File: src/design/gnc_pkg.sv
// Shared widths, stage numbering and codes for the gradient noise chunk pixel core.
// No dependencies; every other file of the block refers to this package.
package gnc_pkg;

    localparam int MAX_SIZE_LOG2_DEF = 6;
    localparam int FRAC_BITS_DEF     = 16;

    localparam int OFS_W     = 6;
    localparam int NOISE_W   = 18;
    localparam int PIX_W     = 12;
    localparam int CFG_W     = 32;
    localparam int CFG_IDX_W = 2;
    localparam int SIZE_W    = 3;

    localparam logic [SIZE_W-1:0] SIZE_LOG2_RST = 3'd4;

    // pipeline stage numbers
    localparam int ST_IN        = 0;
    localparam int ST_FADE_SQ   = 1;
    localparam int ST_FADE_CUBE = 2;
    localparam int ST_FADE_MUL  = 3;
    localparam int ST_FADE_RND  = 4;
    localparam int ST_LERP1_MUL = 5;
    localparam int ST_LERP1_ADD = 6;
    localparam int ST_LERP2_MUL = 7;
    localparam int ST_LERP2_ADD = 8;
    localparam int ST_OUT       = 9;
    localparam int NUM_ST       = 10;

    typedef enum logic [CFG_IDX_W-1:0] {
        REG_SEED = 2'd0,
        REG_LEFT = 2'd1,
        REG_TOP  = 2'd2,
        REG_SIZE = 2'd3
    } cfg_reg_t;

    typedef enum logic [1:0] {
        GRAD_POS_X = 2'd0,
        GRAD_POS_Y = 2'd1,
        GRAD_NEG_X = 2'd2,
        GRAD_NEG_Y = 2'd3
    } grad_code_t;

endpackage

File: src/design/gnc_ctrl.sv
// Valid bits and per-stage load enables for the noise pipeline.
// Depends on gnc_pkg for the stage count.
module gnc_ctrl
(
    input  logic                       clk,
    input  logic                       rst_n,
    input  logic                       in_valid,
    output logic                       in_stall,
    output logic                       out_valid,
    input  logic                       out_stall,
    output logic [gnc_pkg::NUM_ST-1:0] ld
);

    logic [gnc_pkg::NUM_ST-1:0] vld_reg;
    logic [gnc_pkg::NUM_ST-1:0] vld_next;

    always_comb
    begin
        ld[gnc_pkg::NUM_ST-1] = !vld_reg[gnc_pkg::NUM_ST-1] || !out_stall;
        for (int i = gnc_pkg::NUM_ST - 2; i >= 0; i--)
        begin
            ld[i] = !vld_reg[i] || ld[i+1];
        end
    end

    always_comb
    begin
        vld_next = vld_reg;
        if (ld[0])
        begin
            vld_next[0] = in_valid;
        end
        for (int i = 1; i < gnc_pkg::NUM_ST; i++)
        begin
            if (ld[i])
            begin
                vld_next[i] = vld_reg[i-1];
            end
        end
    end

    always_ff @(posedge clk or negedge rst_n)
    begin
        if (!rst_n)
        begin
            vld_reg <= '0;
        end
        else
        begin
            vld_reg <= vld_next;
        end
    end

    assign in_stall  = !ld[0];
    assign out_valid = vld_reg[gnc_pkg::NUM_ST-1];

endmodule

File: config.mk
export PLATFORM = sky130hd
export DESIGN_NAME = gnc_ctrl
export DESIGN_NICKNAME = d
export VERILOG_FILES = /design/src/design/gnc_pkg.sv /design/src/design/gnc_ctrl.sv
export SDC_FILE = /design/constraint.sdc
export NUM_CORES = 1
export LEC_CHECK = 0
export BUFFER_PORTS_ARGS = -buffer_cell sky130_fd_sc_hd__buf_4
export CAP_MARGIN = 10
export CORE_MARGIN = 2
export CORE_UTILIZATION = 30
export CTS_BUF_LIST = sky130_fd_sc_hd__clkbuf_16
export DETAILED_ROUTE_END_ITERATION = 10
export PLACE_DENSITY = 0.61
export SKIP_CTS_REPAIR_TIMING = 1
export SYNTH_ARGS = -nofsm -noshare
export SYNTH_HDL_FRONTEND = slang
export SYNTH_SLANG_ARGS = --single-unit
File: constraint.sdc
create_clock -name clk -period 2.9 [get_ports clk]
set_input_delay 0.145 -clock clk [delete_from_list [all_inputs] [get_ports clk]]
set_output_delay 0.145 -clock clk [all_outputs]
set_load 0.005 [all_outputs]
; ---- After elaboration in Yosys (flattened, before gate mapping)
; Cells that the tools add are included.
; Widths: inputs -> output; s select.
[totals]
regBits = 10
input_bits = 4
out_inout_bits = 12
wordCells = 32
[op_classes]
reduce_logical = 22
[op_table]
columns = op, count
row1 = $logic_not 1->1, 12
row2 = $logic_or 1x1->1, 10

; ---- Logic depth before layout (Yosys ltp)
[depth]
ltp_word = 12
depth_mapped = 4
mapped_depth_nobuf = 3

; ---- Worst setup path after synthesis
; No wires, ideal clock.
[synth_timing]
path_kind = register -> output
from = register vld_reg[9] (netlist bit)
to = output ld[0] (netlist bit)
t_arrival_ps = 1041
required_time_ps = 2755
path_slack_ps = 1714
stages_incl_launch_ff = 4
n_path_buf = 0
cell_sequence = dfrtp_1 -> and4_4 -> inv_2 -> or3_1
[synth_via]
elab_chain_cells = 11
[synth_rtl]
columns = item, line_no
row1 = start: declaration, gnc_ctrl.sv:14  ; logic [gnc_pkg::NUM_ST-1:0] vld_reg;
row2 = start signal: assignment, gnc_ctrl.sv:50  ; vld_reg <= vld_next;
row3 = $logic_not 1->1, gnc_ctrl.sv:19  ; ld[gnc_pkg::NUM_ST-1] = !vld_reg[gnc_pkg::NUM_ST-1] || !out_stall;
row4 = $logic_or 1x1->1, gnc_ctrl.sv:19
row5 = $logic_or 1x1->1 (2 in a row), gnc_ctrl.sv:22  ; ld[i] = !vld_reg[i] || ld[i+1];
row6 = "via ld, one bit", gnc_ctrl.sv:11  ; output logic [gnc_pkg::NUM_ST-1:0] ld
row7 = $logic_or 1x1->1 (7 in a row), gnc_ctrl.sv:22
row8 = end: declaration, gnc_ctrl.sv:11
; The timed path passes the listed nets, and every way through them passes these cells.

; ---- Final worst setup path
[layout_timing]
from = register vld_reg[9] (netlist bit)
to = output ld[0] (netlist bit)
[layout_via]
elab_chain_cells = 11
[layout_rtl]
columns = item, line_no
row1 = $logic_not 1->1, gnc_ctrl.sv:19
row2 = $logic_or 1x1->1, gnc_ctrl.sv:19
row3 = $logic_or 1x1->1 (9 in a row), gnc_ctrl.sv:22
; No other way between the ends.

==> metrics.cfg <==
[power]
vdd_drop_max_v = 0.000457
leakagePower_nw = 0.286
power.density_cell_area_nw_per_um2 = 845
p_total_mw = 0.539

[cts]
cts_h_tree_depth = 1
cts_made_buffers = 3
worstSkewPairLatency_ns = 0.24
numClockSinks = 10
cts_buffer_depth = 2
cts-root-buf = sky130_fd_sc_hd__clkbuf_16
tritoncts = yes
clkTransAtPathRegs_ns = 0.04

[die]
fp.dieH_um = 42.0
ioPinCount = 16
fp-row-count = 13
die-area_um2 = 1760
placeableCoreArea_um2 = 1320
floorplan.die.width_um = 42.0
initial_core_util = 0.329

[sta]
timing.setup.tns_ns = 0
post-route-period-util = 0.579
setup_viol = 0
slew-limit-headroom = 0.843
clock.fmax_mhz = 596
grt_setup_unrepaired = false
finClkSkew_ns = 0.00152
timing_max_transition_violations_final = 0
worst_slew_pin_slew_ns = 0.235
report.final.hold_viol_count = 0
period_minus_slack_ns = 1.68

[synthesis]
synth_cell_type_count = 16
ys_ff_latch = 10
yosysWarnings = 0
syn_avg_cell_area_um2 = 11.1
synth_nets = 43
synthesis.area_um2 = 433
yosysSeqAreaShare = 0.578
syn-instance-count = 39

[final_layout]
num_antenna_cells = 0
fin_nets = 61
syn2layout_area_growth_pct = 47.4
layout-drive-gt1-share = 0.393
n_fill_cell = 125
largest_register_ffs = 10

[min_path]
worst_hold_path_type = in2reg
hold_depth = 3
timing.hold.worst.start = in_valid

[routing]
drtAntennaViolNets = 0
initialDrtViolationCount = 5
post_drt_wl_per_cell_um = 12.9
overall_via_count_from_detail_route = 355
drt-vias-per-instance = 5.00
totalWireLength_um = 916
drt_pass1_iterations = 4
drc = 0

[setup_path]
setup.worst_path.end_class = output port
worst-endpoint-arrival_ns = 1.53
worst_r2r_startpoint = vld_reg[9]
timing.critical_path.from = vld_reg[9]
crit_type = reg2out
timing.reg2reg.worst_path_depth = 3
path_max_fanout = 13
timing.critical_path.required_ns = 2.76
worst_setup_path_start_kind = register

[outcome]
outcome = finished clean

[grt]
overflow = 0
all_layer_gr_usage = 0.119
first_global_vias = 348
grt_first_pass_wirelength_um = 1490
grt_max_degree = 14
antenna_violations_before_repair = 0

[place]
globalplace.congestion = 0.670
hpwl_um = 606
port_buffers = 15

[run]
drv.max_cap_violation_count = 0

==> cell type report <==
cell class | count | area, µm² | area share
inverters | 2 | 7.51 | 0.0118
clock buffers | 3 | 75.1 | 0.118
clock inverters | 1 | 3.75 | 0.00588
repair buffers | 16 | 123 | 0.192
multi-input cells | 24 | 160 | 0.251
well taps | 15 | 18.8 | 0.0294
flip-flops and latches | 10 | 250 | 0.392
==> through the flow <==
stage                     hold WS (ns)  utilization  cell area [µm²]  cells  setup slack (ns)
after floorplan                 -0.151            -              433     39              1.71
after global placement         -0.0193        0.417              549     66              1.50
after detailed placement       -0.0215        0.417              549     66              1.47
after CTS                       -0.275        0.477              628     70              1.21
after global routing             0.113        0.484              638     71              1.15
final                            0.102        0.484              638     71              1.22
==> path summary, 6_finish.rpt <==
kind                              end  slack, ns
setup / recovery                ld[0]       1.22
hold / removal             vld_reg[0]       0.10
setup reg to reg           vld_reg[0]       1.78
hold reg to reg            vld_reg[8]       0.46
max in group asynchronous  vld_reg[5]       2.46
min in group asynchronous  vld_reg[8]       0.30
==> cells in the mapped netlist <==
master	instances	area (µm²)
sky130_fd_sc_hd__dfrtp_1	10	250
sky130_fd_sc_hd__nand3_1	4	20.0
sky130_fd_sc_hd__buf_2	3	15.0
sky130_fd_sc_hd__nand2_1	3	11.3
sky130_fd_sc_hd__nand2b_1	3	18.8
sky130_fd_sc_hd__nand4_1	3	18.8
sky130_fd_sc_hd__a21o_1	2	15.0
sky130_fd_sc_hd__a31o_2	2	17.5
sky130_fd_sc_hd__a41o_1	2	20.0
sky130_fd_sc_hd__and4_1	1	8.76
sky130_fd_sc_hd__and4_4	1	11.3
sky130_fd_sc_hd__inv_1	1	3.75
sky130_fd_sc_hd__inv_2	1	3.75
sky130_fd_sc_hd__nor3_1	1	5.00
sky130_fd_sc_hd__o31ai_1	1	7.51
sky130_fd_sc_hd__or3_1	1	6.26
==> kinds of logic (layout without fill, tap and decap cells) <==
| family | after synthesis | count (layout) | share of synthesized area |
|---|---|---|---|
| AND/OR/NAND/NOR | 17 | 17 | 0.231 |
| buffers and inverters | 5 | 22 | 0.0520 |
| flip-flops | 10 | 10 | 0.578 |
| AO/OA/AOI/OAI | 7 | 7 | 0.139 |
==> cell usage in the layout, fill, tap and decap left out <==
cell type,Yosys,layout
sky130_fd_sc_hd__or3_1,1,1
sky130_fd_sc_hd__nand4_1,3,3
sky130_fd_sc_hd__nand3_1,4,4
sky130_fd_sc_hd__inv_1,1,1
sky130_fd_sc_hd__a41o_1,2,2
sky130_fd_sc_hd__inv_2,1,1
sky130_fd_sc_hd__and4_4,1,1
sky130_fd_sc_hd__clkinv_1,0,1
sky130_fd_sc_hd__a31o_2,2,2
sky130_fd_sc_hd__buf_4,0,15
sky130_fd_sc_hd__nand2_1,3,3
sky130_fd_sc_hd__o31ai_1,1,1
sky130_fd_sc_hd__clkbuf_16,0,3
sky130_fd_sc_hd__dfrtp_1,10,10
sky130_fd_sc_hd__dlygate4sd3_1,0,1
sky130_fd_sc_hd__nor3_1,1,1
sky130_fd_sc_hd__and4_1,1,1
sky130_fd_sc_hd__nand2b_1,3,3
sky130_fd_sc_hd__a21o_1,2,2
==> routing by layer <==
layer  up-vias  wire (µm)  GRT usage
met3         3         57     0.0560
met1       164        392      0.130
met4         0         27     0.0968
met2        10        439      0.175
li1        178          -          -
met5         -          0          0
==> where the power goes <==
group | total, mW | internal, mW | switching [mW] | leakage [nW]
registers | 0.190 | 0.163 | 0.0275 | 0.107
logic | 0.103 | 0.0559 | 0.0470 | 0.140
clock network | 0.246 | 0.181 | 0.0651 | 0.0385
total | 0.539 | 0.399 | 0.140 | 0.286
==> critical path, cell delays in order (launching register included) <==
cell and delay, ns:
sky130_fd_sc_hd__dfrtp_1 0.37, sky130_fd_sc_hd__and4_4 0.33, sky130_fd_sc_hd__inv_2 0.08, sky130_fd_sc_hd__or3_1 0.37
sky130_fd_sc_hd__buf_4 0.14
(Power assumes the default switching activity.)
