### config.mk
export PLATFORM = sky130hd
export DESIGN_NAME = gnc_lerp
export DESIGN_NICKNAME = d
export VERILOG_FILES = /design/src/design/gnc_pkg.sv /design/src/design/gnc_lerp.sv
export SDC_FILE = /design/constraint.sdc
export NUM_CORES = 1
export LEC_CHECK = 0
export ABC_CLOCK_PERIOD_IN_PS = 16000
export BUFFER_PORTS_ARGS = -buffer_cell sky130_fd_sc_hd__buf_4
export CAP_MARGIN = 25
export CORE_MARGIN = 2
export CORE_UTILIZATION = 53
export CTS_BUF_LIST = sky130_fd_sc_hd__clkbuf_16
export DETAILED_ROUTE_END_ITERATION = 10
export PLACE_DENSITY_LB_ADDON = 0.08
export SETUP_SLACK_MARGIN = 0.5
export SLEW_MARGIN = 20
export SYNTH_ARGS = -nofsm -noshare
export SYNTH_HDL_FRONTEND = slang
export SYNTH_SLANG_ARGS = --single-unit
export TNS_END_PERCENT = 20
### constraint.sdc
create_clock -name clk -period 16 [get_ports clk]
set_clock_uncertainty 0.1 [all_clocks]
set_input_delay 1.6 -clock clk [delete_from_list [all_inputs] [get_ports clk]]
set_output_delay 1.6 -clock clk [all_outputs]
set_load 0.1 [all_outputs]
### src/design/gnc_pkg.sv
// Shared widths, stage numbering and codes for the gradient noise chunk pixel core.
// No dependencies; every other file of the block refers to this package.
package gnc_pkg;

    localparam int MAX_SIZE_LOG2_DEF = 6;
    localparam int FRAC_BITS_DEF     = 16;

    localparam int OFS_W     = 6;
    localparam int NOISE_W   = 18;
    localparam int PIX_W     = 12;
    localparam int CFG_W     = 32;
    localparam int CFG_IDX_W = 2;
    localparam int SIZE_W    = 3;

    localparam logic [SIZE_W-1:0] SIZE_LOG2_RST = 3'd4;

    // pipeline stage numbers
    localparam int ST_IN        = 0;
    localparam int ST_FADE_SQ   = 1;
    localparam int ST_FADE_CUBE = 2;
    localparam int ST_FADE_MUL  = 3;
    localparam int ST_FADE_RND  = 4;
    localparam int ST_LERP1_MUL = 5;
    localparam int ST_LERP1_ADD = 6;
    localparam int ST_LERP2_MUL = 7;
    localparam int ST_LERP2_ADD = 8;
    localparam int ST_OUT       = 9;
    localparam int NUM_ST       = 10;

    typedef enum logic [CFG_IDX_W-1:0] {
        REG_SEED = 2'd0,
        REG_LEFT = 2'd1,
        REG_TOP  = 2'd2,
        REG_SIZE = 2'd3
    } cfg_reg_t;

    typedef enum logic [1:0] {
        GRAD_POS_X = 2'd0,
        GRAD_POS_Y = 2'd1,
        GRAD_NEG_X = 2'd2,
        GRAD_NEG_Y = 2'd3
    } grad_code_t;

endpackage

### src/design/gnc_lerp.sv
// Two-stage linear interpolation a + round((b-a)*f / 2^FRAC_BITS), ties rounded upward.
// Depends on gnc_pkg only for the parameter defaults.
module gnc_lerp
#(
    parameter int W         = gnc_pkg::FRAC_BITS_DEF + 2,
    parameter int FRAC_BITS = gnc_pkg::FRAC_BITS_DEF
)
(
    input  logic                 clk,
    input  logic                 ld_mul,
    input  logic                 ld_add,
    input  logic signed [W-1:0]  a,
    input  logic signed [W-1:0]  b,
    input  logic [FRAC_BITS:0]   f,
    output logic signed [W-1:0]  y
);

    localparam int PW = W + FRAC_BITS + 3;
    localparam logic signed [PW-1:0] HALF = PW'(1) << (FRAC_BITS - 1);

    logic signed [W:0]           diff;
    logic signed [FRAC_BITS+1:0] fs;
    logic signed [PW-1:0]        prod_next;
    logic signed [PW-1:0]        prod_reg;
    logic signed [PW-1:0]        rnd;
    logic signed [W-1:0]         a_reg;
    logic signed [W-1:0]         y_reg;

    always_comb
    begin
        diff      = (W+1)'(b) - (W+1)'(a);
        fs        = $signed({1'b0, f});
        prod_next = PW'(diff) * PW'(fs);
        rnd       = (prod_reg + HALF) >>> FRAC_BITS;
    end

    always_ff @(posedge clk)
    begin
        if (ld_mul)
        begin
            prod_reg <= prod_next;
            a_reg    <= a;
        end
        if (ld_add)
        begin
            y_reg <= a_reg + W'(rnd);
        end
    end

    assign y = y_reg;

endmodule

=== Yosys cells after proc, flatten, opt, wreduce, memory -nomap -nowiden ===
Index checks and enable logic that the tools add are counted.

* Multiply operators: 1
* $add $sub $neg: 3

{| class="wikitable"
|+ Operators with widths
! kind !! count
|-
| adder 34 x 17 -> 34 bit (second input constant) || 1
|-
| multiplier 19 x 18 -> 34 bit || 1
|-
| subtractor 18 x 18 -> 19 bit || 1
|-
| adder 18 bit || 1
|}

* Logic and storage cells: 7
* Input port bits: 56
* Register bits: 70

=== Longest topological paths before layout ===
* Depth in word-level cells: 2
* Gate-level depth with buffers: 34
* Mapped depth without buffers: 34

=== Worst setup path before layout ===
OpenSTA, ideal clock, no wires.

* Kind: input to register
* Start point: input a[2]
* End point: register prod_reg[33], data pin
* Setup slack: 6.457 ns
* Library setup time: 0.268 ns
* Buffers on the path: 1
* Cell stages on the path: 32
* Data arrival time: 9.175 ns
* Required time: 15.632 ns
* Path through: inv_1 ha_1 nor2b_1 o31a_1 o31ai_4 a211oi_1 o31a_1 o21a_1 o21ai_4 a31o_4 buf_2 nand2_1 fa_1 inv_1 fa_1 inv_1 fa_1 fa_1 inv_1 fa_1 inv_1 fa_1 inv_1 ha_1 a21o_1 a21o_1 a21oi_1 o21ai_0 a211o_2 o31a_1 xnor2_2 xnor3_1

* Word-level cells in the longest chain between the ends: 2

{| class="wikitable"
|+ RTL lines
! element !! RTL line !! RTL
|-
| from (decl) || gnc_lerp.sv:12 || <nowiki>input logic signed [W-1:0] a,</nowiki>
|-
| subtractor 18 x 18 -> 19 bit || gnc_lerp.sv:31 || <nowiki>diff = (W+1)'(b) - (W+1)'(a);</nowiki>
|-
| multiplier 19 x 18 -> 34 bit || gnc_lerp.sv:33 || <nowiki>prod_next = PW'(diff) * PW'(fs);</nowiki>
|-
| named net prod_next[33] || gnc_lerp.sv:23 || <nowiki>logic signed [PW-1:0] prod_next;</nowiki>
|-
| to (signal assigned) || gnc_lerp.sv:41 || <nowiki>prod_reg <= prod_next;</nowiki>
|-
| to (decl) || gnc_lerp.sv:24 || <nowiki>logic signed [PW-1:0] prod_reg;</nowiki>
|}

The timed path passes the listed nets, and every way through them passes these cells.
A chain may end at the register's enable or synchronous reset.

=== Worst setup path in the final report ===
* Start point: input b[0]
* End point: register prod_reg[33], data pin

* Word-level cells in the longest chain between the ends: 2

{| class="wikitable"
|+ RTL lines
! element !! RTL line !! RTL
|-
| from (decl) || gnc_lerp.sv:13 || <nowiki>input logic signed [W-1:0] b,</nowiki>
|-
| subtractor 18 x 18 -> 19 bit || gnc_lerp.sv:31 ||
|-
| multiplier 19 x 18 -> 34 bit || gnc_lerp.sv:33 ||
|-
| named net prod_next[33] || gnc_lerp.sv:23 ||
|}

The timed path passes the listed nets, and every way through them passes these cells.

==> results by group <==
Finish
  • Layout Utilization: 57.82%
  • Final Cell Area: 15,500 sq um
  • Layout cells sized above 1: 7.732%
  • Nets: 2,029
  • P&R area growth vs syn: 7.537%
  • N_diodes: 0
  • Largest register FFs: 19
  • FILL cells: 2,425

Synth
  • Area contributors post-synth: fa_1 (42%), edfxtp_1 (11%), ha_1 (11%)
  • Dominant cell type by area after synthesis: fa_1
  • FFs w/ async S/R, synth: 0%
  • Post-synth top area share: 41.82%
  • Top_reg_cell synth: edfxtp_1
  • Synth unique cells: 53
  • Post-synthesis cell count: 1,505
  • Register area share after synthesis: 11.46%
  • EDFF count, synth: 55
  • Cell Area, Synth: 14,410 sq um
  • Synth cell count leaders: inv_1 (364), fa_1 (301), nand2_1 (180)
  • Syn Area/Cell: 9.575 sq um
  • Total of warnings raised by yosys: 0
  • #FFs+latches synth: 55
  • Count leader, synth: inv_1
  • Syn nets: 1,983

Clock network
  • Sink Count: 55
  • Hold Buf Count CTS: 0
  • Maximum root-to-sink buffer count: 2
  • CTS buffer count: 5
  • Setup Buffers After CTS: 0
  • Clk root buf: clkbuf_16
  • Clk Latency, worst-skew pair: 0.30 ns
  • CTS tree: built
  • Gates resized, CTS repair: 0
  • H-Tree Depth: 2
  • Clock-pin slew on the worst setup and hold paths: 0.07 ns

Min path
  • Hold Path Stages: 1
  • Min-delay worst type: flop to flop
  • Hold path startpoint: a_reg[0]$_DFFE_PP_
  • Hold Path End: y[0]$_DFFE_PP_

Floorplanning
  • CORE AREA: 26,800 sq um
  • Effective utilization at floorplan: 53.77%
  • Number of placement rows: 60
  • I/O Pins: 74
  • Die area: 28,520 sq um
  • Die boundary width: 168.9 um
  • Die H: 168.9 um

Critical path
  • Critical R2R Capture: y[16]$_DFFE_PP_
  • Kind of critical path: input pin to flop
  • Req. time, crit path: 15.95 ns
  • CP max-delay cell: fa_1
  • Reg2reg start: prod_reg[15]$_DFFE_PP_
  • WP data arrival: 9.77 ns
  • Worst reg-to-reg path cell count: 13
  • CP Launch Type: input pin
  • Most used cell, CP: fa_1
  • CP Capture Type: flop
  • Flop-to-flop setup slack: 12.23 ns
  • Crit-path max cell delay: 0.73 ns
  • Crit Path Max Fanout: 17

STA
  • Final Cycle Share: 61.37%
  • Worst-Margin Slew: 0.9834 ns
  • Max Clk Rate: 0.1018 GHz
  • Final setup TNS: 0 ns
  • RSZ-0062 raised after global routing: false
  • Final max-slew violation count: 0
  • Setup ws final: 6.181 ns
  • Setup-failing EPs final: 0
  • Min Tclk post-route: 9.819 ns
  • Final Hold Vio Count: 0
  • Relative slew slack: 34.38%

Global routing
  • Total GRT Usage: 25.17%
  • Pin count of the biggest net entering global routing: 38
  • GRT overflow: 0
  • Initial antenna violation count: 0
  • Vias in the first global route: 10,880
  • First-pass GRT wire length: 55,850 um

Placed design
  • DP Area: 15,350 sq um
  • Pre-CTS WS: 5.855 ns
  • Final HPWL DP: 26,790 um
  • RePlAce Congestion: 0.8706
  • Port-buffer cells: 73

Route
  • Final ANT Viol Nets: 0
  • Number of iterations in the first detailed-routing pass: 4
  • Wire per inst: 17.44 um
  • Iter 0 DRT Violations: 533
  • Via density: 5.174
  • Vias: 9,794
  • WL final: 33,020 um
  • DRC errors left: 0

Status
  • Status: complete, no violations

Flow run
  • MaxCap Viol Count: 0
-- metrics by stage --
step                      instances  hold WS [ns]
final                          1893        0.4690
after global routing           1893        0.4856
after CTS                      1893        0.4750
after detailed placement       1885        0.4578
after global placement         1885        0.4658
after floorplan                1505        0.4256
-- how the worst max path moves through the flow --
stage / from / endpoint / slack (ns) / depth (start not counted)
floorplan: a[2] / prod_reg[33]$_DFFE_PP_ / 6.46 / 32
global placement: b[0] / prod_reg[33]$_DFFE_PP_ / 6.01 / 33
detailed placement: b[0] / prod_reg[33]$_DFFE_PP_ / 5.85 / 33
CTS: b[0] / prod_reg[33]$_DFFE_PP_ / 6.14 / 33
global route: b[0] / prod_reg[33]$_DFFE_PP_ / 5.62 / 33
finish: b[0] / prod_reg[33]$_DFFE_PP_ / 6.18 / 33
-- cell usage in the layout, fill, tap and decap left out, types with 13 or more instances in the layout --
master    netlist  routed
and2_1        129     129
buf_4           0      86
fa_1          301     301
a21oi_1        31      31
inv_1         364     364
nand2_1       180     180
and3_1         13      13
nor2_1         25      25
o21ai_0        15      15
xor2_1         24      21
nand3_1        15      15
xnor2_1        60      57
edfxtp_1       55      55
ha_1          121     121
nor2b_1        30      30
-- final cells by class --
type	count	area (sq um)	area share [%]
clock buffer	5	125.1	0.8074
inverter	364	1366	8.817
tap	341	426.7	2.753
multi-input combinational	1039	11260	72.65
timing repair buffer	86	645.6	4.166
sequential	55	1652	10.66
clock inverter	3	22.52	0.1453
-- layer usage --
metal | GRT usage, % | up-vias | part of all wire, %
li1 | - | 4581 | -
met1 | 33.26 | 4930 | 43
met2 | 44.26 | 227 | 50
met3 | 2.408 | 56 | 4.2
met4 | 7.534 | 0 | 3.1
met5 | 0 | - | 0
-- worst max-delay path: cells and delay by family --
family,cells,cell delay [ns]
adder cells (fa/ha/maj),9,3.91
AO/OA/AOI/OAI,13,2.99
XOR/XNOR,2,0.51
buffers and inverters,7,0.48
AND/OR/NAND/NOR,2,0.25
-- logic make-up after synthesis --
family	synth area share [%]
xor+xnor	5.375
buf+inv	10.72
compound gates	5.357
fa+ha+maj	52.39
simple gates	14.69
flops	11.46
Power is not shown: default switching activity piles up to over one toggle a cycle in this logic, so the estimate is an artifact.
