$ cat src/design/gnc_pkg.sv
// Shared widths, stage numbering and codes for the gradient noise chunk pixel core.
// No dependencies; every other file of the block refers to this package.
package gnc_pkg;

    localparam int MAX_SIZE_LOG2_DEF = 6;
    localparam int FRAC_BITS_DEF     = 16;

    localparam int OFS_W     = 6;
    localparam int NOISE_W   = 18;
    localparam int PIX_W     = 12;
    localparam int CFG_W     = 32;
    localparam int CFG_IDX_W = 2;
    localparam int SIZE_W    = 3;

    localparam logic [SIZE_W-1:0] SIZE_LOG2_RST = 3'd4;

    // pipeline stage numbers
    localparam int ST_IN        = 0;
    localparam int ST_FADE_SQ   = 1;
    localparam int ST_FADE_CUBE = 2;
    localparam int ST_FADE_MUL  = 3;
    localparam int ST_FADE_RND  = 4;
    localparam int ST_LERP1_MUL = 5;
    localparam int ST_LERP1_ADD = 6;
    localparam int ST_LERP2_MUL = 7;
    localparam int ST_LERP2_ADD = 8;
    localparam int ST_OUT       = 9;
    localparam int NUM_ST       = 10;

    typedef enum logic [CFG_IDX_W-1:0] {
        REG_SEED = 2'd0,
        REG_LEFT = 2'd1,
        REG_TOP  = 2'd2,
        REG_SIZE = 2'd3
    } cfg_reg_t;

    typedef enum logic [1:0] {
        GRAD_POS_X = 2'd0,
        GRAD_POS_Y = 2'd1,
        GRAD_NEG_X = 2'd2,
        GRAD_NEG_Y = 2'd3
    } grad_code_t;

endpackage

$ cat src/design/gnc_fade.sv
// Quintic fade 6t^5-15t^4+10t^3 of d/2^s, rounded half up to FRAC_BITS; four stages.
// Depends on gnc_pkg for the offset width.
module gnc_fade
#(
    parameter int MAX_SIZE_LOG2 = gnc_pkg::MAX_SIZE_LOG2_DEF,
    parameter int FRAC_BITS     = gnc_pkg::FRAC_BITS_DEF
)
(
    input  logic                                 clk,
    input  logic [3:0]                           ld,
    input  logic [gnc_pkg::OFS_W-1:0]            d,
    input  logic [$clog2(MAX_SIZE_LOG2+1)-1:0]   s,
    output logic [FRAC_BITS:0]                   fq
);

    localparam int SW  = $clog2(MAX_SIZE_LOG2 + 1);
    localparam int DW  = gnc_pkg::OFS_W;
    localparam int BW  = 2 * MAX_SIZE_LOG2 + 4;
    localparam int FW  = 3 * DW + BW;
    localparam int RW  = FW + 1;
    localparam int SHW = $clog2(5 * MAX_SIZE_LOG2 + FRAC_BITS + 1);

    logic [DW-1:0]      d1_reg;
    logic [2*DW-1:0]    d2_reg;
    logic [SW-1:0]      s1_reg;
    logic [3*DW-1:0]    d3_reg;
    logic [BW-1:0]      br_reg;
    logic [BW-1:0]      br_next;
    logic [SW-1:0]      s2_reg;
    logic [FW-1:0]      f_reg;
    logic [SW-1:0]      s3_reg;
    logic [FRAC_BITS:0] fq_reg;
    logic [FRAC_BITS:0] fq_next;
    logic [SHW-1:0]     sh;
    logic [SHW-1:0]     k;
    logic [RW-1:0]      rnd;

    // 10*S^2 - 15*d*S + 6*d^2, always positive, so modulo arithmetic is exact
    always_comb
    begin
        br_next = (BW'(d2_reg) * BW'(6))
                - ((BW'(d1_reg) << s1_reg) * BW'(15))
                + (BW'(10) << {s1_reg, 1'b0});
    end

    always_comb
    begin
        sh  = (SHW'(s3_reg) << 2) + SHW'(s3_reg);
        k   = sh - SHW'(FRAC_BITS);
        rnd = (RW'(f_reg) + (RW'(1) << (k - SHW'(1)))) >> k;
        if (sh > SHW'(FRAC_BITS))
        begin
            fq_next = (FRAC_BITS+1)'(rnd);
        end
        else
        begin
            fq_next = (FRAC_BITS+1)'(f_reg) << (SHW'(FRAC_BITS) - sh);
        end
    end

    always_ff @(posedge clk)
    begin
        if (ld[0])
        begin
            d1_reg <= d;
            d2_reg <= (2*DW)'(d) * (2*DW)'(d);
            s1_reg <= s;
        end
        if (ld[1])
        begin
            d3_reg <= (3*DW)'(d2_reg) * (3*DW)'(d1_reg);
            br_reg <= br_next;
            s2_reg <= s1_reg;
        end
        if (ld[2])
        begin
            f_reg  <= FW'(d3_reg) * FW'(br_reg);
            s3_reg <= s2_reg;
        end
        if (ld[3])
        begin
            fq_reg <= fq_next;
        end
    end

    assign fq = fq_reg;

endmodule

$ cat config.mk
export PLATFORM = sky130hd
export DESIGN_NAME = gnc_fade
export DESIGN_NICKNAME = d
export VERILOG_FILES = /design/src/design/gnc_pkg.sv /design/src/design/gnc_fade.sv
export SDC_FILE = /design/constraint.sdc
export NUM_CORES = 1
export LEC_CHECK = 0
export BUFFER_PORTS_ARGS = -buffer_cell sky130_fd_sc_hd__buf_2
export CORE_UTILIZATION = 30
export CTS_BUF_LIST = sky130_fd_sc_hd__clkbuf_4
export DETAILED_ROUTE_END_ITERATION = 10
export SETUP_SLACK_MARGIN = 0.2
export SLEW_MARGIN = 20
export SYNTH_ARGS = -nofsm -noshare
export SYNTH_HDL_FRONTEND = slang
export SYNTH_SLANG_ARGS = --single-unit
$ cat constraint.sdc
create_clock -name clk -period 15.8 [get_ports clk]
set_input_delay 1.58 -clock clk [delete_from_list [all_inputs] [get_ports clk]]
set_output_delay 1.58 -clock clk [all_outputs]
set_load 0.03 [all_outputs]
[Word level (Yosys, flattened, before mapping)]
Index checks and enable logic that the tools add are counted.
Storage, ports and cells
  register bits after elaboration: 112
  input port bits: 14
  output and inout bits: 17
  logic and storage cells: 28
Cells by class
  add/sub/neg operators: 7
  multipliers: 5
  order comparisons: 1
  shift-type cells: 5
  muxes and demuxes: 1
Operators with widths (count)
  $add A34 B35 Y35: 1
  $shl A1 B6 Y35 const A: 1
  $shr A35 B6 Y17: 1
  $mul A18 B16 Y34: 1
  $mul A12 B6 Y18: 1
  $mux W17: 1
  $shl A17 B6 Y17: 1
  $add A16 B16 Y16: 1
  $mul A16 B4 Y16 const B: 1
  $shl A4 B4 Y16 const A: 1
  $shl A6 B3 Y16: 1
  $sub A15 B16 Y16: 1
  $mul A12 B2 Y14 const B: 1
  $mul A6 B6 Y12: 1
  $add A5 B3 Y6: 1
  $gt A6 B5 Y1 const B: 1
  $sub A5 B6 Y6 const A: 1
  $sub A6 B1 Y6 const B: 1
  $sub A6 B5 Y6 const B: 1

[Depth between registers and ports, before layout]
  word-level depth: 7
  gate-level depth with buffers: 26
  mapped depth without buffers: 23

[Worst setup path after synthesis]
OpenSTA, ideal clock, no wires.
  path kind: flip-flop to flip-flop
  start: register br_reg[4]
  end: register f_reg[32], data pin
  setup time: 258 ps
  arrival: 6213 ps
  slack: 9330 ps
  cell stages (with the launch flop): 24
  buffers on the path: 1
  clock period less this slack: 6470 ps
  cell sequence: edfxtp_1 -> clkbuf_1 -> and2_1 -> fa_1 -> inv_1 -> fa_1 -> fa_1 -> inv_1 -> fa_1 -> fa_1 -> inv_1 -> fa_1 -> inv_1 -> ha_1 -> a21oi_1 -> o21ai_0 -> a2111o_1 -> a31o_2 -> a21o_1 -> a32o_1 -> o41ai_1 -> o211ai_1 -> a21oi_1 -> xnor2_1
On the way
  cells in the longest elaborated chain, start to end: 1
Ends and longest elaborated chain
  from (decl): RTL line gnc_fade.sv:27  | logic [BW-1:0] br_reg;
  from (signal assigned): RTL line gnc_fade.sv:72  | br_reg <= br_next;
  $mul A18 B16 Y34: RTL line gnc_fade.sv:77  | f_reg <= FW'(d3_reg) * FW'(br_reg);
  to (signal assigned): RTL line gnc_fade.sv:77
  to (decl): RTL line gnc_fade.sv:30  | logic [FW-1:0] f_reg;
Every way passes these cells.
A chain may end at the register's enable or synchronous reset.

[Worst setup path after layout]
  start: register s3_reg[0]
  end: register fq_reg[16], in the netlist fq[16], data pin
On the way
  cells in the longest elaborated chain, start to end: 7
  elaborated cells between the ends (all ways): 10
Ends and longest elaborated chain
  from (decl): RTL line gnc_fade.sv:31  | logic [SW-1:0] s3_reg;
  from (signal assigned): RTL line gnc_fade.sv:78  | s3_reg <= s2_reg;
  $add A5 B3 Y6 (*): RTL line gnc_fade.sv:48  | sh = (SHW'(s3_reg) << 2) + SHW'(s3_reg);
  $sub A6 B5 Y6: RTL line gnc_fade.sv:49  | k = sh - SHW'(FRAC_BITS);
  $sub A6 B1 Y6: RTL line gnc_fade.sv:50  | rnd = (RW'(f_reg) + (RW'(1) << (k - SHW'(1)))) >> k;
  $shl A1 B6 Y35: RTL line gnc_fade.sv:50
  $add A34 B35 Y35: RTL line gnc_fade.sv:50
  $shr A35 B6 Y17: RTL line gnc_fade.sv:50
  $mux W17 (*): RTL line gnc_fade.sv:51  | if (sh > SHW'(FRAC_BITS))
  via fq_next[16]: RTL line gnc_fade.sv:33  | logic [FRAC_BITS:0] fq_next;
  to (signal assigned): RTL line gnc_fade.sv:82  | fq_reg <= fq_next;
  to (decl): RTL line gnc_fade.sv:32  | logic [FRAC_BITS:0] fq_reg;
Mark *: on every way through the listed nets, which the timed path passes. The rest lies on a longest branch.

==> metrics.txt <==
# TYPE chip_impl_metric gauge
chip_impl_metric{name="grt_use_met1",unit=""} 0.213
chip_impl_metric{name="placement.io_buffers",unit=""} 30
chip_impl_metric{name="cp_max_fo",unit=""} 53
chip_impl_metric{name="grt_pass1_wl",unit="mm"} 102
chip_impl_info{name="hold_path.startpoint",value="s2_reg[1]"} 1
chip_impl_metric{name="postCtsSetupRepairBufs",unit=""} 0
chip_impl_metric{name="cts_inserted_buffers",unit=""} 9
chip_impl_metric{name="place_hpwl",unit="mm"} 49.6
chip_impl_metric{name="worst_slew_pin_slew",unit="ps"} 901
chip_impl_metric{name="grt.total_usage",unit=""} 0.156
chip_impl_metric{name="synthesized_instance_count",unit=""} 2714
chip_impl_metric{name="area_of_the_placeable_core",unit="sq mm"} 0.0778
chip_impl_metric{name="postCtsHoldBufs",unit=""} 0
chip_impl_metric{name="timing.critical_path.arrival",unit="ps"} 7870
chip_impl_info{name="run_status",value="finished clean"} 1
chip_impl_info{name="tritoncts_clock_tree",value="done"} 1
chip_impl_metric{name="cts-htree-levels",unit=""} 3
chip_impl_info{name="cts-root-buf",value="sky130_fd_sc_hd__clkbuf_4"} 1
chip_impl_info{name="grt.busiest_layer",value="met2"} 1
chip_impl_metric{name="required",unit="ps"} 16240
chip_impl_metric{name="finalSetupViolations",unit=""} 0
chip_impl_info{name="startpoint",value="s3_reg[0]"} 1
chip_impl_metric{name="synth_edf_count",unit=""} 110
chip_impl_info{name="reg2reg_from",value="s3_reg[0]"} 1
chip_impl_metric{name="design.die.area",unit="sq mm"} 0.0803
chip_impl_metric{name="hold_violations",unit=""} 0
chip_impl_metric{name="totalNegativeSetupSlack",unit="ps"} 0
chip_impl_metric{name="slew_headroom",unit=""} 0.395
chip_impl_metric{name="max_reg_flops",unit=""} 34
chip_impl_metric{name="route.antenna.remaining_nets",unit=""} 0
chip_impl_metric{name="multi_input_gate_area_in_the_final_layout",unit="sq mm"} 0.0186
chip_impl_metric{name="ys_types",unit=""} 91
chip_impl_metric{name="synth_sequential_area_ratio",unit=""} 0.139
chip_impl_metric{name="max_clock_buf_depth",unit=""} 2
chip_impl_metric{name="layout-drive-gt1-share",unit=""} 0.0461
chip_impl_metric{name="flow.area_growth_from_synthesis",unit="%"} 5.38
chip_impl_metric{name="filler_cell_count",unit=""} 8221
chip_impl_metric{name="grt_util_met3",unit=""} 0.0229
chip_impl_metric{name="wl",unit="mm"} 62.0
chip_impl_metric{name="num_rows",unit=""} 102
chip_impl_metric{name="detail_route.wl_per_cell",unit="um"} 16.7
chip_impl_metric{name="clock_sinks",unit=""} 110
chip_impl_metric{name="fin_worst_hold_slack",unit="ps"} 507
chip_impl_metric{name="synthArstFlopShare",unit=""} 0
chip_impl_metric{name="clock_insertion_delay_worst_skew",unit="ps"} 630
chip_impl_metric{name="synth_area",unit="sq mm"} 0.0238
chip_impl_info{name="postSynth.topFlopCell",value="sky130_fd_sc_hd__edfxtp_1"} 1
chip_impl_metric{name="drv_slew",unit=""} 0
chip_impl_metric{name="postLayoutCoreUtil",unit=""} 0.322
chip_impl_metric{name="max_freq",unit="GHz"} 0.135
chip_impl_info{name="netlist.top_cell.by_area",value="sky130_fd_sc_hd__fa_1"} 1
chip_impl_metric{name="worst_setup_hold_path_clk_slew",unit="ps"} 210
chip_impl_metric{name="grt_pass1_vias",unit=""} 18786
chip_impl_metric{name="avg_vias_per_cell",unit=""} 5.11
chip_impl_metric{name="cts_resized",unit=""} 0
chip_impl_info{name="grt_setup_unrepaired",value="no"} 1
chip_impl_info{name="crit_path_start_kind",value="flip-flop"} 1
chip_impl_metric{name="synth_warn",unit=""} 0
chip_impl_metric{name="antenna_found_initial",unit=""} 2
chip_impl_metric{name="post-route-drc-count",unit=""} 0
chip_impl_info{name="crit_path_end_kind",value="flip-flop"} 1
chip_impl_metric{name="ys_ff_latch",unit=""} 110
chip_impl_metric{name="globalRoute.totalOverflow",unit=""} 0
chip_impl_info{name="setup.worst_path.class",value="reg2reg"} 1
chip_impl_metric{name="initialDrtViolationCount",unit=""} 1474
chip_impl_metric{name="drv.max_cap_violation_count",unit=""} 0
chip_impl_metric{name="die_h",unit="um"} 283
chip_impl_metric{name="vias",unit=""} 18965
chip_impl_metric{name="finalCriticalPeriod",unit="ps"} 7430
chip_impl_metric{name="netlist.area_leader.share",unit=""} 0.262
chip_impl_metric{name="grt_max_degree",unit=""} 61
chip_impl_metric{name="initial_utilization",unit=""} 0.305
chip_impl_metric{name="number_of_detailed_route_iterations_in_the_first_pass",unit=""} 6
chip_impl_info{name="post_synth_main_area_contributors",value="sky130_fd_sc_hd__fa_1 26%, sky130_fd_sc_hd__edfxtp_1 14%, sky130_fd_sc_hd__ha_1 12%"} 1
chip_impl_metric{name="period_share",unit=""} 0.470
chip_impl_info{name="min-delay-path-class",value="reg2reg"} 1
chip_impl_metric{name="die_width",unit="um"} 283
chip_impl_metric{name="seq_area",unit="sq mm"} 0.00330
chip_impl_metric{name="nets",unit=""} 3215
chip_impl_metric{name="postSynthAreaPerCell",unit="sq um"} 8.75
chip_impl_metric{name="final.setup_skew",unit="ps"} 51.5
chip_impl_metric{name="grt_use_met2",unit=""} 0.256
chip_impl_metric{name="weighted_congestion_at_the_end_of_routability_driven_global_placement",unit=""} 0.993
chip_impl_metric{name="io-pin-count",unit=""} 31
final timing paths:
kind               endpoint  slack [ps]  cells after the start
setup / recovery     fq[16]        8370                     24
hold / removal    s3_reg[1]         510                      0
setup reg to reg     fq[16]        8370                     24
hold reg to reg   s3_reg[1]         510                      0
kinds of logic (layout without fill, tap and decap cells):
logic type	after synthesis	count (layout)	share of synthesized area
fa+ha+maj	539	539	0.382
xor+xnor	90	90	0.0332
simple gates	910	910	0.185
other cells	2	5	0.000316
mux	62	62	0.0321
compound gates	501	501	0.149
buf+inv	500	451	0.0795
flops	110	110	0.139
area by class of cell:
cell class | count | area share
well taps | 1040 | 0.0520
clock inverters | 5 | 0.00145
multi-input cells | 2106 | 0.742
inverters | 389 | 0.0583
clock buffers | 11 | 0.00330
repair buffers | 46 | 0.0108
flip-flops and latches | 110 | 0.132
diodes | 1 | 0.000100
stage by stage:
step	std cells	worst slack (ps)	area (sq um)
finish	3708	8370	25000
global route	3708	7940	25000
CTS	3707	8480	25000
detailed placement	3691	8480	24900
global placement	3691	8510	24900
floorplan	2716	9330	23800
worst max-delay path, stage by stage, from the launching register on:
cell and delay, ps:
sky130_fd_sc_hd__edfxtp_1 360, sky130_fd_sc_hd__buf_4 490, sky130_fd_sc_hd__ha_1 280, sky130_fd_sc_hd__ha_1 160, sky130_fd_sc_hd__xnor2_1 110, sky130_fd_sc_hd__buf_4 280, sky130_fd_sc_hd__clkinv_1 490, sky130_fd_sc_hd__ha_1 670
sky130_fd_sc_hd__o21ai_0 150, sky130_fd_sc_hd__o211ai_1 120, sky130_fd_sc_hd__o31a_1 290, sky130_fd_sc_hd__nand2b_1 170, sky130_fd_sc_hd__nor2_1 90, sky130_fd_sc_hd__and2_1 170, sky130_fd_sc_hd__ha_1 370, sky130_fd_sc_hd__a21o_1 230
sky130_fd_sc_hd__nand2b_1 160, sky130_fd_sc_hd__o32ai_2 430, sky130_fd_sc_hd__a211o_1 290, sky130_fd_sc_hd__a21oi_1 120, sky130_fd_sc_hd__o41ai_1 840, sky130_fd_sc_hd__or2_2 270, sky130_fd_sc_hd__a41oi_1 110, sky130_fd_sc_hd__a21boi_0 160
sky130_fd_sc_hd__o41ai_1 410
placed cells by master, fill, tap and decap left out, drive strengths merged, types with 18 or more instances in the layout:
cell,n
a21oi,115
fa,311
nor2,142
o21a,18
and3,20
ha,228
xor2,19
nor3,47
a211oi,26
o211ai,24
edfxtp,110
nand3,35
mux2i,39
xnor2,71
a21o,39
buf,46
nand2,357
a31oi,18
o21ai,91
inv,388
and2,210
nand2b,18
o21bai,22
cell usage after synthesis (all sizes together) (6+ instances only):
| master | n |
|---|---|
| inv | 388 |
| nand2 | 357 |
| fa | 311 |
| ha | 228 |
| and2 | 210 |
| nor2 | 142 |
| a21oi | 115 |
| edfxtp | 110 |
| clkbuf | 91 |
| o21ai | 91 |
| xnor2 | 71 |
| nor3 | 47 |
| a21o | 39 |
| mux2i | 39 |
| nand3 | 35 |
| a211oi | 26 |
| o211ai | 24 |
| o21bai | 22 |
| and3 | 20 |
| buf | 20 |
| xor2 | 19 |
| a31oi | 18 |
| nand2b | 18 |
| o21a | 18 |
| nor4 | 16 |
| nor2b | 15 |
| nand4 | 14 |
| a2111oi | 13 |
| mux2 | 13 |
| o31ai | 13 |
| or3 | 13 |
| o221ai | 12 |
| a211o | 10 |
| mux4 | 10 |
| a22oi | 9 |
| o32ai | 9 |
| or2 | 9 |
| and4 | 7 |
| a311oi | 6 |
| o41ai | 6 |
layer usage:
layer  part of all wire  up-vias
met5                  0        -
met3              0.052       92
met4              0.023        0
met2               0.46      586
met1               0.46     9283
li1                   -     9004
Power is left out: the tool's default activity adds up to more than one toggle a clock period on the data nets, which glitch-free logic cannot reach.
